`src/rtl/hav_pkg.sv`:
```
// Shared constants, types and elaboration-time table functions for the haversine pipeline.
`default_nettype none

package hav_pkg;

    // Fixed-point format and CORDIC depth
    localparam int FRAC_BITS     = 30;
    localparam int CORDIC_STAGES = 30;

    // Datapath widths derived from the format
    localparam int CW        = FRAC_BITS + 4;
    localparam int SHW       = $clog2(CORDIC_STAGES);
    localparam int HW        = FRAC_BITS + 1;
    localparam int RADW      = 2 * FRAC_BITS + 2;
    localparam int REMW      = FRAC_BITS + 4;
    localparam int ROOTW     = FRAC_BITS + 2;
    localparam int SQ_STAGES = FRAC_BITS + 1;
    localparam int UW        = 35;
    localparam int DIST_W    = 25;

    // Angle units of 0.5e-7 degree
    localparam logic signed [UW-1:0] PI_U       = 35'sd3600000000;
    localparam logic signed [UW-1:0] NPI_U      = -35'sd3600000000;
    localparam logic signed [UW-1:0] HALF_PI_U  = 35'sd1800000000;
    localparam logic signed [UW-1:0] NHALF_PI_U = -35'sd1800000000;
    localparam logic signed [UW-1:0] TWO_PI_U   = 35'sd7200000000;

    // Scale factors
    localparam logic [63:0] PI_Q62  = 64'hC90FDAA22168C235;
    localparam logic [63:0] DEG_Q93 = 64'd17284903702238269500;
    localparam logic [38:0] R_Q16   = 39'd417647660948;

    typedef logic signed [CW-1:0] t_cval;

    // One CORDIC word: vector, residual angle and a side flag
    typedef struct packed {
        logic signed [CW-1:0] x;
        logic signed [CW-1:0] y;
        logic signed [CW-1:0] z;
        logic                 flag;
    } t_cord;

    // Per-cell control: mode, shift and arctangent step
    typedef struct packed {
        logic                 vec;
        logic [SHW-1:0]       shift;
        logic signed [CW-1:0] atan;
    } t_cord_ctl;

    // One square-root word: remaining radicand, partial remainder, partial root
    typedef struct packed {
        logic [RADW-1:0]  rad;
        logic [REMW-1:0]  rem;
        logic [ROOTW-1:0] root;
    } t_root;

    // Restoring long division, used only on constants
    function automatic logic [63:0] long_div(input logic [63:0] num, input logic [63:0] den);
        logic [64:0] rem;
        logic [63:0] quo;
        rem = '0;
        quo = '0;
        for (int b = 63; b >= 0; b--) begin
            rem = {rem[63:0], num[b]};
            if (rem >= {1'b0, den}) begin
                rem    = rem - {1'b0, den};
                quo[b] = 1'b1;
            end
        end
        return quo;
    endfunction

    // Arctangent of 2^-i in Q62 by its series
    function automatic logic [63:0] atan_q62(input int i);
        logic [63:0] acc;
        logic [63:0] t;
        acc = '0;
        if (i == 0) begin
            acc = PI_Q62 >> 2;
        end else begin
            for (int k = 0; (2 * k + 1) * i <= 62; k++) begin
                t = long_div(64'd1 << (62 - (2 * k + 1) * i), 64'(2 * k + 1));
                if (k[0]) begin
                    acc = acc - t;
                end else begin
                    acc = acc + t;
                end
            end
        end
        return acc;
    endfunction

    // Arctangent step rounded to the working format
    function automatic logic signed [CW-1:0] atan_fix(input int i);
        logic [63:0] r;
        r = (atan_q62(i) + (64'd1 << (61 - FRAC_BITS))) >> (62 - FRAC_BITS);
        return $signed(r[CW-1:0]);
    endfunction

    // Start value 1/G for rotation, G being the CORDIC gain
    function automatic logic signed [CW-1:0] kinv();
        logic signed [63:0] gx;
        logic signed [63:0] gy;
        logic signed [63:0] z;
        logic signed [63:0] dx;
        logic signed [63:0] dy;
        logic signed [63:0] at;
        logic [63:0]        g;
        logic [63:0]        r;
        logic [63:0]        q;
        gx = 64'sd1 <<< FRAC_BITS;
        gy = '0;
        z  = '0;
        for (int i = 0; i < CORDIC_STAGES; i++) begin
            at = 64'(atan_fix(i));
            dx = gy >>> i;
            dy = gx >>> i;
            if (!z[63]) begin
                gx = gx - dx;
                gy = gy + dy;
                z  = z - at;
            end else begin
                gx = gx + dx;
                gy = gy - dy;
                z  = z + at;
            end
        end
        g = gx;
        r = 64'd1 << FRAC_BITS;
        q = '0;
        for (int i = 0; i < FRAC_BITS; i++) begin
            r = r << 1;
            q = q << 1;
            if (r >= g) begin
                r = r - g;
                q = q | 64'd1;
            end
        end
        return $signed(q[CW-1:0]);
    endfunction

endpackage

`default_nettype wire

```
`src/rtl/hav_sqrt_cell.sv`:
```
// One digit step of a shift-and-subtract square root, registered output.
`default_nettype none

module hav_sqrt_cell (
    input  wire logic           i_clk,
    input  wire logic           i_en,
    input  wire hav_pkg::t_root i_d,
    output hav_pkg::t_root      o_d
);
    import hav_pkg::*;

    logic [REMW+1:0]  w_rem;
    logic [REMW+1:0]  w_trial;
    logic [REMW+1:0]  w_diff;
    t_root            n_d;
    t_root            r_d;

    // Bring down the next bit pair and form the trial divisor
    assign w_rem   = {i_d.rem, i_d.rad[RADW-1 -: 2]};
    assign w_trial = (REMW+2)'({i_d.root, 2'b01});
    assign w_diff  = w_rem - w_trial;

    // Keep or drop the trial subtraction
    always_comb begin
        n_d.rad = {i_d.rad[RADW-3:0], 2'b00};
        if (w_rem >= w_trial) begin
            n_d.rem  = w_diff[REMW-1:0];
            n_d.root = {i_d.root[ROOTW-2:0], 1'b1};
        end else begin
            n_d.rem  = w_rem[REMW-1:0];
            n_d.root = {i_d.root[ROOTW-2:0], 1'b0};
        end
    end

    // Advance to the next cell
    always_ff @(posedge i_clk) begin
        if (i_en) begin
            r_d <= n_d;
        end
    end

    assign o_d = r_d;

endmodule

`default_nettype wire

```
`config.mk`:
```
export PLATFORM = sky130hd
export DESIGN_NAME = hav_sqrt_cell
export DESIGN_NICKNAME = d
export VERILOG_FILES = /design/src/rtl/hav_pkg.sv /design/src/rtl/hav_sqrt_cell.sv
export SDC_FILE = /design/constraint.sdc
export NUM_CORES = 1
export LEC_CHECK = 0
export BUFFER_PORTS_ARGS = -buffer_cell sky130_fd_sc_hd__buf_2
export CAP_MARGIN = 10
export CORE_AREA = 2 2 116 118
export DETAILED_ROUTE_END_ITERATION = 7
export DIE_AREA = 0 0 118 120
export GPL_TIMING_DRIVEN = 0
export PLACE_DENSITY_LB_ADDON = 0.05
export SLEW_MARGIN = 20
export SYNTH_ARGS = -nofsm -noshare
export SYNTH_HDL_FRONTEND = slang
export SYNTH_SLANG_ARGS = --single-unit
```
`constraint.sdc`:
```
create_clock -name i_clk -period 3.5 [get_ports i_clk]
set_clock_uncertainty 0.05 [all_clocks]
set_input_delay 0.175 -clock i_clk [delete_from_list [all_inputs] [get_ports i_clk]]
set_output_delay 0.175 -clock i_clk [all_outputs]
set_load 0.02 [all_outputs]
```
### Word level (Yosys, flattened, before mapping)

Index checks and enable logic that the tools add are counted.

* muxes and demuxes: 1
* order comparisons: 1
* add/sub/neg operators: 1

Operators by type and width (number)
* two-way mux 66 bit: 1
* >= comparator 36 x 34 -> 1 bit: 1
* subtractor 34 bit: 1

* output and inout bits: 128
* bits of input ports: 130
* flip-flop bits (word level): 126

### Logic depth before layout (Yosys ltp)

Gate-level depths: netlist of the first run.

* depth after elaboration: 2
* gate-level depth with buffers: 13
* mapped depth without buffers: 10

### Least setup slack after synthesis of the first run

No wires, ideal clock.

* path type: input-to-reg
* start point: input i_d[9] (netlist name)
* end point: register r_d (netlist bit o_d[59]), data pin
* data arrival time: 2.174 ns
* data required time: 3.190 ns
* library setup time: 0.260 ns
* path slack: 1.016 ns
* stages: 10
* path through: inv_1 ha_1 a21o_1 a31o_1 a211oi_4 o211ai_2 a21bo_2 mux2i_1 o221ai_1 mux2_4

RTL lines
* start, declared: line hav_sqrt_cell.sv:7 `input wire hav_pkg::t_root i_d,`
* end signal, assigned: line hav_sqrt_cell.sv:38 `r_d <= n_d;`
* end, declared: line hav_sqrt_cell.sv:16 `t_root r_d;`

==> flow_results.org, run 1 <==
** Clock network
- For this design, the CTS-stage hold fixing added 95 buffers.
- After clock tree synthesis, the repair step resized 0 gates.
- For this design, the sink count on the clock tree is 126.
- CTS tree :: yes
- The longest clock path from root to sink contains 2 buffers.
- H-Tree Level Count :: 4
- Setup fix buffers added after clock tree synthesis :: 0
- Clock-pin slew on the worst setup and hold paths :: 60 ps
- Clock Tree Root :: sky130_fd_sc_hd__clkbuf_16
- Counting the buffers created by CTS gives 17.

** Global route
- After global routing the overflow that remains totals 0.
- In the global route stage, met1 resource usage came out at 29.79%.
- First-pass GRT wire length :: 27040 um
- Met3 Use GR :: 6.321%
- Initial antenna violation count :: 0
- Global routing met2 resource utilization :: 42.37%
- The via count of the first global-routing pass came to 5303.
- GRT Max-Usage Layer :: met2
- Entering global routing, the biggest net connects 80 pins.
- Total routing usage reported by global routing :: 24.53%

** Routing
- Final wirelength :: 17220 um
- In the routed design, unresolved DRC markers number 0.
- Before antenna repair, the detailed router went through 4 iterations.
- Routed vias/inst :: 5.010
- For this block, the via count after detailed routing is 5331.
- For this block, the initial DRC count from the detailed router was 327.
- Average wire per cell in the routed design :: 16.18 um
- Count of antenna-violating nets left after detailed routing :: 0

** Critical path
- Setup CP Type :: in2reg
- STA puts the critical path data required time at 3590 ps.
- STA puts the critical path data arrival time at 3140 ps.
- Of all nets on the critical path, the largest fanout is 10.
- Kind of launch point of the worst setup path :: input pin
- CP Capture Type :: flip-flop

** Cells and area
- Diodes inserted :: 0
- At the end of the flow, the number of nets in the layout was 1040.
- Max reg flops :: 126
- Number of fill cells in the layout :: 937
- The post-route netlist has 36.04% of its cells at a drive strength greater than 1.
- Post-synthesis to final-layout area growth :: 49.57%

** Timing
- Normalized max-slew margin :: 60.67%
- Number of setup violations in the final report :: 0
- Timing would allow up to 0.3286 GHz.
- Setup repair after global routing left no endpoint under its margin.
- Transition time at the pin with the least slew margin :: 583.6 ps
- Worst slack on hold paths :: 3.528 ps
- Post-route fraction of the period consumed by the critical path :: 86.94%
- The worst path needs 3043 ps of the cycle, external delays included.
- Final total negative setup slack :: 0 ps
- The count of final hold-check violations was 0.
- The final count of pins violating max slew was 0.

** Placed design
- Detailed placer's ending HPWL :: 11630 um
- Port Buffer Count :: 255
- Routability-driven placement finished with a final weighted congestion of 0.8487.

** Yosys
- The share of the Yosys chip area taken by registers is 60.49%.
- In this run, synthesis inferred 126 flip-flops with an integrated enable.
- Warning count from the yosys run :: 0
- The cell area that synthesis handed to floorplanning was 0.006255 mm2.
- In the synthesized netlist, the number of instances is 505.
- Top FF cell, synth :: sky130_fd_sc_hd__edfxtp_1
- Count of distinct cell types in the synthesized netlist :: 62
- Syn_area_per_cell :: 12.39 um2
- Of all flip-flops after synthesis, the portion carrying an async set or reset was 0%.
- The synthesized design contains 126 register bits.

** Min path
- The path class of the tightest hold or removal check is in2reg.
- Worst Hold Endpoint :: o_d[40]$_DFFE_PP_
- Worst hold stages :: 3
- Start point of the worst hold path :: i_d[38]

** Floorplan
- Core ar. :: 0.01298 mm2
- Pin placement for this block handled 258 I/O pins.
- Number of rows created at floorplan :: 42
- Die W :: 118 um
- The die covers 0.01416 mm2.
- In this run the vertical extent of the chip is 120 um.
- The initial utilization of the core area, before any placement, comes to 48.19%.

** Power and ir drop
- Static power due to leakage :: 4.176 nW
- Pwr per Cell Area :: 506.5 mW/mm2
- Max rail drop VDD :: 303.3 uV

** Job
- Max Cap Viol :: 0

** Outcome
- Run status :: finished, final reports clean
[critical path: stages]
cell	delay, ps
sky130_fd_sc_hd__dlygate4sd3_1	540
sky130_fd_sc_hd__buf_2	110
sky130_fd_sc_hd__inv_1	40
sky130_fd_sc_hd__ha_1	270
sky130_fd_sc_hd__buf_2	170
sky130_fd_sc_hd__a21o_1	220
sky130_fd_sc_hd__o41ai_2	330
sky130_fd_sc_hd__o211ai_1	280
sky130_fd_sc_hd__a211oi_1	300
sky130_fd_sc_hd__o21a_1	170
sky130_fd_sc_hd__buf_6	140
sky130_fd_sc_hd__buf_2	260
sky130_fd_sc_hd__o21ai_0	130
[worst max-delay path by stage]
stage	from	end	slack, ps	depth (start not counted)
5_1_grt	i_d[7]	o_d[56]$_DFFE_PP_	200	13
3_5_place_dp	i_d[7]	o_d[64]$_DFFE_PP_	540	12
3_3_place_gp	i_d[7]	o_d[62]$_DFFE_PP_	520	12
4_1_cts	i_d[7]	o_d[60]$_DFFE_PP_	440	13
6_report	i_d[7]	o_d[54]$_DFFE_PP_	460	13
2_1_floorplan	i_d[9]	o_d[59]$_DFFE_PP_	1020	10
[power breakdown]
| part | switching (mW) | leakage (nW) | internal (mW) |
|---|---|---|---|
| clock network | 0.644 | 0.289 | 1.19 |
| logic | 0.606 | 2.65 | 0.415 |
| registers | 0.0382 | 1.23 | 1.85 |
| total | 1.29 | 4.18 | 3.45 |
[synth_stat cells, types with 3 or more instances]
library cell               instances  area [um2]
sky130_fd_sc_hd__a31oi_1           4       25.02
sky130_fd_sc_hd__xor2_1           13       113.9
sky130_fd_sc_hd__mux2i_1           4       40.04
sky130_fd_sc_hd__buf_2             6       30.03
sky130_fd_sc_hd__nor3_1           10       50.05
sky130_fd_sc_hd__ha_1             34       425.4
sky130_fd_sc_hd__and2_1            3       18.77
sky130_fd_sc_hd__o21a_1            3       22.52
sky130_fd_sc_hd__o21ai_0          41       205.2
sky130_fd_sc_hd__inv_1            42       157.7
sky130_fd_sc_hd__a21o_1           19       142.6
sky130_fd_sc_hd__nand3_1           6       30.03
sky130_fd_sc_hd__a21oi_1          28       140.1
sky130_fd_sc_hd__o21ai_1           4       20.02
sky130_fd_sc_hd__nand2_1          58       217.7
sky130_fd_sc_hd__o31ai_1           4       30.03
sky130_fd_sc_hd__o41ai_2           3       48.80
sky130_fd_sc_hd__nand2b_1          5       31.28
sky130_fd_sc_hd__nor2_1           18       67.56
sky130_fd_sc_hd__nand4_1           6       37.54
sky130_fd_sc_hd__and3_2            3       22.52
sky130_fd_sc_hd__xnor2_1          14       122.6
sky130_fd_sc_hd__clkbuf_1          4       15.01
sky130_fd_sc_hd__edfxtp_1        126        3784
[stage by stage]
| stage | setup WS, ps | power, mW | instances | utilization [%] | area (um2) |
|---|---|---|---|---|---|
| floorplan | 1016 | 2.498 | 506 | - | 6259 |
| global placement | 522.2 | 2.828 | 937 | 59.75 | 7755 |
| detailed placement | 542.4 | 2.843 | 938 | 60.01 | 7789 |
| CTS | 439.4 | 4.767 | 1064 | 72.07 | 9355 |
| global route | 200.5 | 4.930 | 1064 | 72.07 | 9355 |
| finish | 457.0 | 4.738 | 1064 | 72.07 | 9355 |
[cells by family after synthesis]
family,Yosys count,synth area share [%]
adder cells (fa/ha/maj),34,6.801
flip-flops,126,60.49
other,1,0.05995
AND/OR/NAND/NOR,120,8.962
XOR/XNOR,27,3.781
AO/OA/AOI/OAI,133,14.90
buffers and inverters,59,4.121
multiplexers,5,0.8801
[placed cells by master (no fill, tap or decap), types with 3 or more instances in the layout]
| cell | n |
|---|---|
| sky130_fd_sc_hd__clkinv_2 | 3 |
| sky130_fd_sc_hd__a31oi_1 | 4 |
| sky130_fd_sc_hd__inv_1 | 42 |
| sky130_fd_sc_hd__nand4_1 | 6 |
| sky130_fd_sc_hd__o41ai_2 | 3 |
| sky130_fd_sc_hd__o21a_1 | 3 |
| sky130_fd_sc_hd__nand3_1 | 6 |
| sky130_fd_sc_hd__ha_1 | 34 |
| sky130_fd_sc_hd__nand2b_1 | 5 |
| sky130_fd_sc_hd__xnor2_1 | 14 |
| sky130_fd_sc_hd__buf_2 | 260 |
| sky130_fd_sc_hd__o21ai_0 | 41 |
| sky130_fd_sc_hd__clkbuf_1 | 4 |
| sky130_fd_sc_hd__xor2_1 | 13 |
| sky130_fd_sc_hd__bufinv_16 | 4 |
| sky130_fd_sc_hd__edfxtp_1 | 126 |
| sky130_fd_sc_hd__and2_1 | 3 |
| sky130_fd_sc_hd__nand2_1 | 58 |
| sky130_fd_sc_hd__clkinvlp_4 | 4 |
| sky130_fd_sc_hd__nor2_1 | 18 |
| sky130_fd_sc_hd__clkbuf_16 | 17 |
| sky130_fd_sc_hd__dlygate4sd3_1 | 95 |
| sky130_fd_sc_hd__nor3_1 | 10 |
| sky130_fd_sc_hd__a21oi_1 | 28 |
| sky130_fd_sc_hd__o21ai_1 | 4 |
| sky130_fd_sc_hd__o31ai_1 | 4 |
| sky130_fd_sc_hd__mux2i_1 | 4 |
| sky130_fd_sc_hd__and3_2 | 3 |
| sky130_fd_sc_hd__a21o_1 | 19 |
[cell type report]
| class | instances | area, um2 | area share, % |
|---|---|---|---|
| multi-input combinational | 321 | 2217 | 23.70 |
| buffer | 16 | 95.09 | 1.016 |
| timing repair buffer | 351 | 2261 | 24.17 |
| inverter | 43 | 162.7 | 1.739 |
| sequential | 126 | 3784 | 40.44 |
| clock buffer | 17 | 425.4 | 4.547 |
| clock inverter | 14 | 190.2 | 2.033 |
| tap | 176 | 220.2 | 2.354 |
[per-layer routing]
layer | up-vias | wire length, um
li1 | 2607 | -
met4 | 0 | 268
met5 | - | 0
met3 | 18 | 1068
met2 | 197 | 8525
met1 | 2509 | 7357
(Power assumes the default switching activity.)
==> run 2: changes to the inputs <==
--- a/config.mk
+++ b/config.mk
@@ -7,9 +7,9 @@
 export LEC_CHECK = 0
 export BUFFER_PORTS_ARGS = -buffer_cell sky130_fd_sc_hd__buf_2
 export CAP_MARGIN = 10
-export CORE_AREA = 2 2 116 118
+export CORE_AREA = 2 2 137 139
 export DETAILED_ROUTE_END_ITERATION = 7
-export DIE_AREA = 0 0 118 120
+export DIE_AREA = 0 0 139 141
 export GPL_TIMING_DRIVEN = 0
 export PLACE_DENSITY_LB_ADDON = 0.05
 export SLEW_MARGIN = 20
==> run 2 against run 1 <==
Setup slack worse by 58 ps. Critical path depth unchanged. Maximum frequency down 1.9%. Core utilization down 20 points. Count of clock-buffer cells in the layout unchanged. Hold slack better by 7.0 ps. Final cell count up 5.7%. Critical path type unchanged. Highest routed layer unchanged.
==> flow_results.org, run 2 (synthesized netlist as in run 1, its figures left out) <==
** Outcome
- Run status :: finished, final reports clean

** Critical path
- The highest cell delay on the worst timing path is 520 ps (-20 ps).
- The worst setup path is of the in2reg kind.
- The critical path data required time is 3600 ps (about the same).
- STA classifies the critical path endpoint as a flip-flop.
- Highest fanout seen on the critical path :: 10 (unchanged)
- Crit path arrival time :: 3200 ps (+60 ps)
- Cell Chain, Critical Path :: dlygate4sd3_1 -> buf_2 -> inv_1 -> ha_1 -> buf_2 -> a21o_1 -> o41ai_2 -> o211ai_1 -> a211oi_1 -> o21a_1 -> buf_6 -> buf_2 -> o21ai_0
- Cell repeated most along the worst path :: sky130_fd_sc_hd__buf_2
- STA classifies the critical path startpoint as an input pin.
- Crit-path slowest cell :: sky130_fd_sc_hd__dlygate4sd3_1

** Clock network
- Setup fix buffers added after clock tree synthesis :: 0 (unchanged)
- Clock Tree Root :: sky130_fd_sc_hd__clkbuf_16
- H-Tree Level Count :: 4 (unchanged)
- The hold-fix buffer count after cts was 98 (+3.2%).
- Post-cts gate resize count :: 0 (unchanged)
- Maximum clock path buffer count :: 2 (unchanged)
- The clock buffer count from CTS is 17 (unchanged).
- CTS tree :: yes
- Clock sinks :: 126 (unchanged)
- Clock-pin slew on the worst setup and hold paths :: 60 ps (about the same)

** Routing
- Routed vias/inst :: 4.668 (-6.8%)
- The via count of the routed design is 5252 (-1.5%).
- DRC Markers :: 0 (unchanged)
- The first-pass iteration count of the detailed router is 4 (unchanged).
- Number of design-rule violations left by the first detailed-router iteration :: 266 (-19%)
- Count of antenna-violating nets left after detailed routing :: 0 (unchanged)
- Average wire per cell in the routed design :: 15.24 um (-5.8%)
- Final wirelength :: 17150 um (-0.44%)

** Timing
- The share of the clock period used by the worst path after layout is 88.61% (+1.7 points).
- Worst slack on hold paths :: 10.51 ps (+6.986 ps)
- Hold Violations, Final :: 0 (unchanged)
- Transition time at the pin with the least slew margin :: 666.5 ps (+82.85 ps)
- The number of endpoints failing setup at the final stage is 0 (unchanged).
- Final count of pins violating max slew :: 0 (unchanged)
- The total negative slack for setup checks is 0 ps (unchanged).
- Setup repair after global routing left no endpoint under its margin.
- The maximum clock frequency came to 0.3225 GHz (-1.9%).
- The worst relative slew slack is 55.37% (-5.3 points).
- Minimum period implied by the final worst setup slack :: 3101 ps (+58.24 ps)

** Placed design
- Final weighted congestion in routability-driven placement :: 0.8094 (-4.6%)
- The HPWL after detailed placement was 12560 um (+8.0%).
- The count of buffers from port buffering was 255 (unchanged).
- DP Area :: 0.007861 mm2 (+0.93%)

** Global route
- First-pass GRT wire length :: 26820 um (-0.82%)
- The met3 global-route usage was 5.673% (-0.65 points).
- Pin count of the biggest net entering global routing :: 82 (+2.5%)
- The met1 usage in global routing came to 22.60% (-7.2 points).
- The global-route usage over all layers came to 17.27% (-7.3 points).
- Global routing met2 resource utilization :: 27.43% (-15 points)
- The layer flagged by global routing as most heavily used is met2.
- The via count of the first global-routing pass is 5235 (-1.3%).
- Total overflow reported by the global router :: 0 (unchanged)
- Initial antenna violation count :: 1 (+1)

** Cells and area
- In the layout the commonest cells are 260 x sky130_fd_sc_hd__buf_2, 126 x sky130_fd_sc_hd__edfxtp_1, 98 x sky130_fd_sc_hd__dlygate4sd3_1.
- The final design instance area without fill was 0.009523 mm2 (+1.8%).
- Leading cell type in the layout, fill and taps excluded :: sky130_fd_sc_hd__buf_2
- Diodes inserted :: 0 (unchanged)
- The share of final-layout standard cells stronger than drive strength 1 is 36.03% (about the same).
- Net count reported at finish :: 1043 (+0.29%)
- Max reg flops :: 126 (unchanged)
- Post-synthesis to final-layout area growth :: 52.25%
- The number of fillers in the final layout came to 1667 (+78%).

** Power and ir drop
- The leakage power is 4.232 nW (+1.3%).
- The worst ir drop on vdd came to 324.8 uV (+7.1%).
- Pwr per Cell Area :: 522.6 mW/mm2 (+3.2%)

** Floorplan
- The area of the die is 0.01960 mm2 (+38%).
- The total number of placement rows is 50 (+19%).
- Die W :: 139 um (+18%)
- The number of primary I/O pins was 258 (unchanged).
- The effective utilization at floorplan came to 34.24% (-14 points).
- The core outline area came to 0.01827 mm2 (+41%).
- The die boundary height was 141 um (+18%).

** Job
- The number of maximum-capacitance violations came to 0 (unchanged).

** Min path
- Worst min-delay path category :: in2reg
==> run 2: path summary, 6_finish.rpt <==
path                start                 to  slack (ps)  depth (start not counted)
setup / recovery   i_d[7]  o_d[55]$_DFFE_PP_         400                         13
hold / removal    i_d[55]  o_d[57]$_DFFE_PP_          10                          3
==> run 2: final cells by class <==
cell class	count	area, um2	area share (%)
inverters	43	162.7	1.708
flip-flops and latches	126	3784	39.73
plain buffers	16	95.09	0.9986
repair buffers	354	2291	24.06
well taps	234	292.8	3.075
multi-input cells	321	2217	23.28
clock buffers	17	425.4	4.467
clock inverters	14	255.2	2.680
==> run 2: worst max-delay path, delay by kind of cell <==
kind                     cells  cell delay [ps]
AO/OA/AOI/OAI                6             1520
buffers and inverters        6             1250
adder cells (fa/ha/maj)      1              270
==> run 2: per-stage QoR <==
stage / util, % / std cells / power [mW] / setup WS (ps)
global route: 52.13 / 1125 / 5.194 / 146.7
CTS: 52.13 / 1125 / 5.031 / 338.3
detailed placement: 43.03 / 996 / 2.853 / 454.3
global placement: 42.85 / 995 / 2.844 / 415.6
finish: 52.13 / 1125 / 4.976 / 398.8
floorplan: - / 506 / 2.498 / 1016
==> run 2: per-layer routing <==
| layer | vias up | routed length, um |
|---|---|---|
| li1 | 2613 | - |
| met1 | 2419 | 7820 |
| met2 | 210 | 7811 |
| met3 | 10 | 1341 |
| met4 | 0 | 172 |
| met5 | - | 0 |
==> run 2: power breakdown <==
part / switching, mW / total [mW] / internal, mW
logic: 0.609 / 1.03 / 0.417
clock network: 0.715 / 2.07 / 1.35
registers: 0.0337 / 1.88 / 1.85
total: 1.36 / 4.98 / 3.62
==> run 3: changes to the inputs <==
--- a/config.mk
+++ b/config.mk
@@ -5,11 +5,11 @@
 export SDC_FILE = /design/constraint.sdc
 export NUM_CORES = 1
 export LEC_CHECK = 0
-export BUFFER_PORTS_ARGS = -buffer_cell sky130_fd_sc_hd__buf_2
+export BUFFER_PORTS_ARGS = -buffer_cell sky130_fd_sc_hd__buf_4
 export CAP_MARGIN = 10
-export CORE_AREA = 2 2 137 139
+export CORE_AREA = 2 2 126 152
 export DETAILED_ROUTE_END_ITERATION = 7
-export DIE_AREA = 0 0 139 141
+export DIE_AREA = 0 0 128 154
 export GPL_TIMING_DRIVEN = 0
 export PLACE_DENSITY_LB_ADDON = 0.05
 export SLEW_MARGIN = 20
==> run 3 against run 2 <==
Final cell count grew 1.1%. First-iteration DRC count grew 1.1%. Hold slack gained 10 ps. Via count grew 1.9%. Total power shrank 2.5%. Combinational power grew 14%. Routed wire length grew 4.6%. Critical endpoint is now o_d[56]$_DFFE_PP_.
==> flow_results.org, run 3 (synthesized netlist as in run 1, its figures left out) <==
** Global route
- First-pass GRT wire length :: 28350 um (+5.7%)
- Total routing usage reported by global routing :: 18.38% (+1.1 points)
- The number of antenna violations at the first check in global routing was 0 (-1).
- The total congestion overflow after global routing came to 0 (unchanged).
- Pin count of the biggest net entering global routing :: 72 (-12%)
- The via count of the first global-routing pass was 5598 (+6.9%).

** Cells and area
- Fraction of layout cells with a size suffix above 1 :: 35.27% (-0.76 points)
- The core occupancy in the finished layout was 56.76% (+4.6 points).
- FF+latch area :: 0.003784 mm2 (unchanged)
- Leading cell types in the layout, fill and taps excluded :: 256 x sky130_fd_sc_hd__buf_4, 126 x sky130_fd_sc_hd__edfxtp_1, 119 x sky130_fd_sc_hd__dlygate4sd3_1
- Total area of multi-input combinational cells :: 0.002217 mm2 (unchanged)
- Relative to the synthesized area, the layout overhead comes to 64.31%.
- Net count reported at finish :: 1064 (+2.0%)
- The flip-flop count of the largest register, all copies and words added is 126 (unchanged).
- The library cell used most frequently in the layout, excluding fill and tap cells, is sky130_fd_sc_hd__buf_4.
- The number of fillers in the final layout is 1602 (-3.9%).
- The antenna diode instance count came to 0 (unchanged).

** Clock network
- Number of buffers inserted during clock tree synthesis :: 17 (unchanged)
- The clock transition at the registers of the reported paths is 60 ps (about the same).
- The number of buffers added for setup after CTS was 0 (unchanged).
- TritonCTS built the clock tree.
- The maximum clock path buffer count came to 2 (unchanged).
- Clock Tree Root :: sky130_fd_sc_hd__clkbuf_16
- The post-cts resize count came to 0 (unchanged).
- The clock sink total came to 126 (unchanged).
- H-Tree Level Count :: 4 (unchanged)

** Critical path
- Critical Path Max Stage Delay :: 530 ps (about the same)
- The maximum fanout count along the critical path came to 10 (unchanged).
- Required time reported for the critical path endpoint :: 3600 ps (about the same)
- Kind of launch point of the worst setup path :: input pin
- By instance count, the cell type seen most on the critical path is sky130_fd_sc_hd__o21ai_0.
- Setup CP Type :: in2reg
- Crit path arrival time :: 3280 ps (+80 ps)
- CP Capture Type :: flip-flop
- Walking the worst path, the cells encountered are dlygate4sd3_1 -> buf_4 -> inv_1 -> ha_1 -> nor2b_1 -> o31a_1 -> o21ai_0 -> o211ai_1 -> a211oi_1 -> o21a_1 -> buf_6 -> buf_2 -> o21ai_0.
- Crit-path slowest cell :: sky130_fd_sc_hd__dlygate4sd3_1

** Power and ir drop
- The part of the power in the clock network came to 36.9% (-4.7 points).
- Max rail drop VDD :: 300.5 uV (-7.5%)
- Internal power consumption :: 3.474 mW (-4.0%)
- The total power consumption of the routed design was 4.852 mW (-2.5%).
- Static power due to leakage :: 4.503 nW (+6.4%)
- The combinational fraction of design power is 24.1% (+3.5 points).
- The share of total power consumed by net switching came to 28.40% (+1.1 points).
- Fraction of power consumed by sequential logic :: 39.0% (+1.2 points)
- The power density normalized to cell area was 472.1 mW/mm2 (-9.7%).
- The switching power was 1.378 mW (+1.5%).

** Routing
- Wire length on met3 :: 1101 um (-18%)
- The length of routed wiring on met1 was 7267 um (-7.1%).
- In this run the top signal layer used is met4.
- The first-pass iteration count of the detailed router is 4 (unchanged).
- Number of design-rule violations left by the first detailed-router iteration :: 269 (+1.1%)
- The number of DRC violations after detailed routing was 0 (unchanged).
- The met2 routed wirelength came to 9319 um (+19%).
- The number of routed nets with antenna violations is 0 (unchanged).
- The final wirelength is 17930 um (+4.6%).
- The via density per instance was 4.708 (+0.85%).
- The average wire length per cell after detail routing was 15.77 um (+3.5%).
- The via count of the routed design is 5353 (+1.9%).

** Timing
- Number of setup violations in the final report :: 0 (unchanged)
- Hold Violations, Final :: 0 (unchanged)
- Normalized max-slew margin :: 54.21% (-1.2 points)
- The time the final worst path needs with I/O delays and setup came to 3178 ps (+76.62 ps).
- The maximum clock frequency was 0.3147 GHz (-2.4%).
- The final count of pins violating max slew was 0 (unchanged).
- Setup repair after global routing left no endpoint under its margin.
- Post-route fraction of the period consumed by the critical path :: 90.79% (+2.2 points)
- The minimum hold slack is 20.58 ps (+10.07 ps).
- Transition time at the pin with the least slew margin :: 686.9 ps (+20.39 ps)
- Final total negative setup slack :: 0 ps (unchanged)

** Min path
- Worst min-delay path category :: in2reg
- For hold timing, the worst endpoint is o_d[52]$_DFFE_PP_.
- Start point of the worst hold path :: i_d[50]
- The number of cells on the worst hold path is 3 (unchanged).

** Floorplan
- The die boundary height was 154 um (+9.2%).
- Initial Utilization :: 34.54% (+0.30 points)
- Core ar. :: 0.01811 mm2 (-0.88%)
- The area of the die was 0.01971 mm2 (+0.58%).
- The number of primary I/O pins came to 258 (unchanged).
- The total number of placement rows came to 54 (+8.0%).
- The die outline width came to 128 um (-7.9%).

** Outcome
- Run status :: finished, final reports clean

** Placed design
- The routability congestion estimate came to 0.8138 (+0.54%).
- Detailed placer's ending HPWL :: 13120 um (+4.5%)
- The count of buffers from port buffering was 255 (unchanged).

** Job
- The number of maximum-capacitance violations came to 0 (unchanged).
## run 3: cell types whose count changed in the layout (fill, tap and decap cells not counted), moves of 2 or more
cell	delta
sky130_fd_sc_hd__buf_2	-254
sky130_fd_sc_hd__buf_4	+254
sky130_fd_sc_hd__dlygate4sd3_1	+21
sky130_fd_sc_hd__bufinv_16	-4
sky130_fd_sc_hd__clkinv_4	+2
## run 3: how the worst max path moves through the flow
stage,from,endpoint,slack [ps],cells past startpoint
2_1_floorplan,i_d[9],o_d[59]$_DFFE_PP_,1020,10
3_3_place_gp,i_d[0],o_d[56]$_DFFE_PP_,440,12
3_5_place_dp,i_d[0],o_d[52]$_DFFE_PP_,420,12
4_1_cts,i_d[0],o_d[52]$_DFFE_PP_,320,13
5_1_grt,i_d[7],o_d[56]$_DFFE_PP_,20,13
6_report,i_d[0],o_d[56]$_DFFE_PP_,320,13
## run 3: timing repair
item | 4_1_cts | 5_1_grt
endpoints found under the setup margin | 0 | 0
hold endpoints to repair | 119 | 0
hold buffers | 119 | 0
## run 3: final cells by class
class                           instances  area share [%]
Inverter                               43           1.583
Clock buffer                           17           4.139
Tap cell                              224           2.727
Multi-Input combinational cell        321           21.57
Clock inverter                         15           1.717
Timing Repair Buffer                  375           30.52
Buffer                                 16          0.9252
Sequential cell                       126           36.82
## run 3: power groups by stage
stage	combinational [mW]	sequential (mW)	clock [mW]
global route	1.26	1.91	1.92
CTS	1.18	1.89	1.86
global placement	1.05	1.92	0
finish	1.17	1.89	1.79
detailed placement	1.06	1.92	0
floorplan	0.376	2.12	0
## run 3: critical path, delay by kind of cell
family / cells / cell delay [ps]
compound gates: 6 / 1510
fa+ha+maj: 1 / 340
simple gates: 1 / 160
buf+inv: 5 / 1100
## run 3: per-stage QoR
step                area [um2]  setup slack [ps]  cells
floorplan                 6259              1016    506
detailed placement        8484             417.5    986
global placement          8453             442.0    985
global route             10280             23.55   1137
finish                   10280             322.2   1137
CTS                      10280             320.8   1137
## run 3: routing by layer
layer / global-route usage (%) / vias to the layer above
li1: - / 2656
met1: 21.22 / 2503
met2: 33.16 / 179
met3: 4.628 / 15
met4: 5.808 / 0
met5: 0 / -
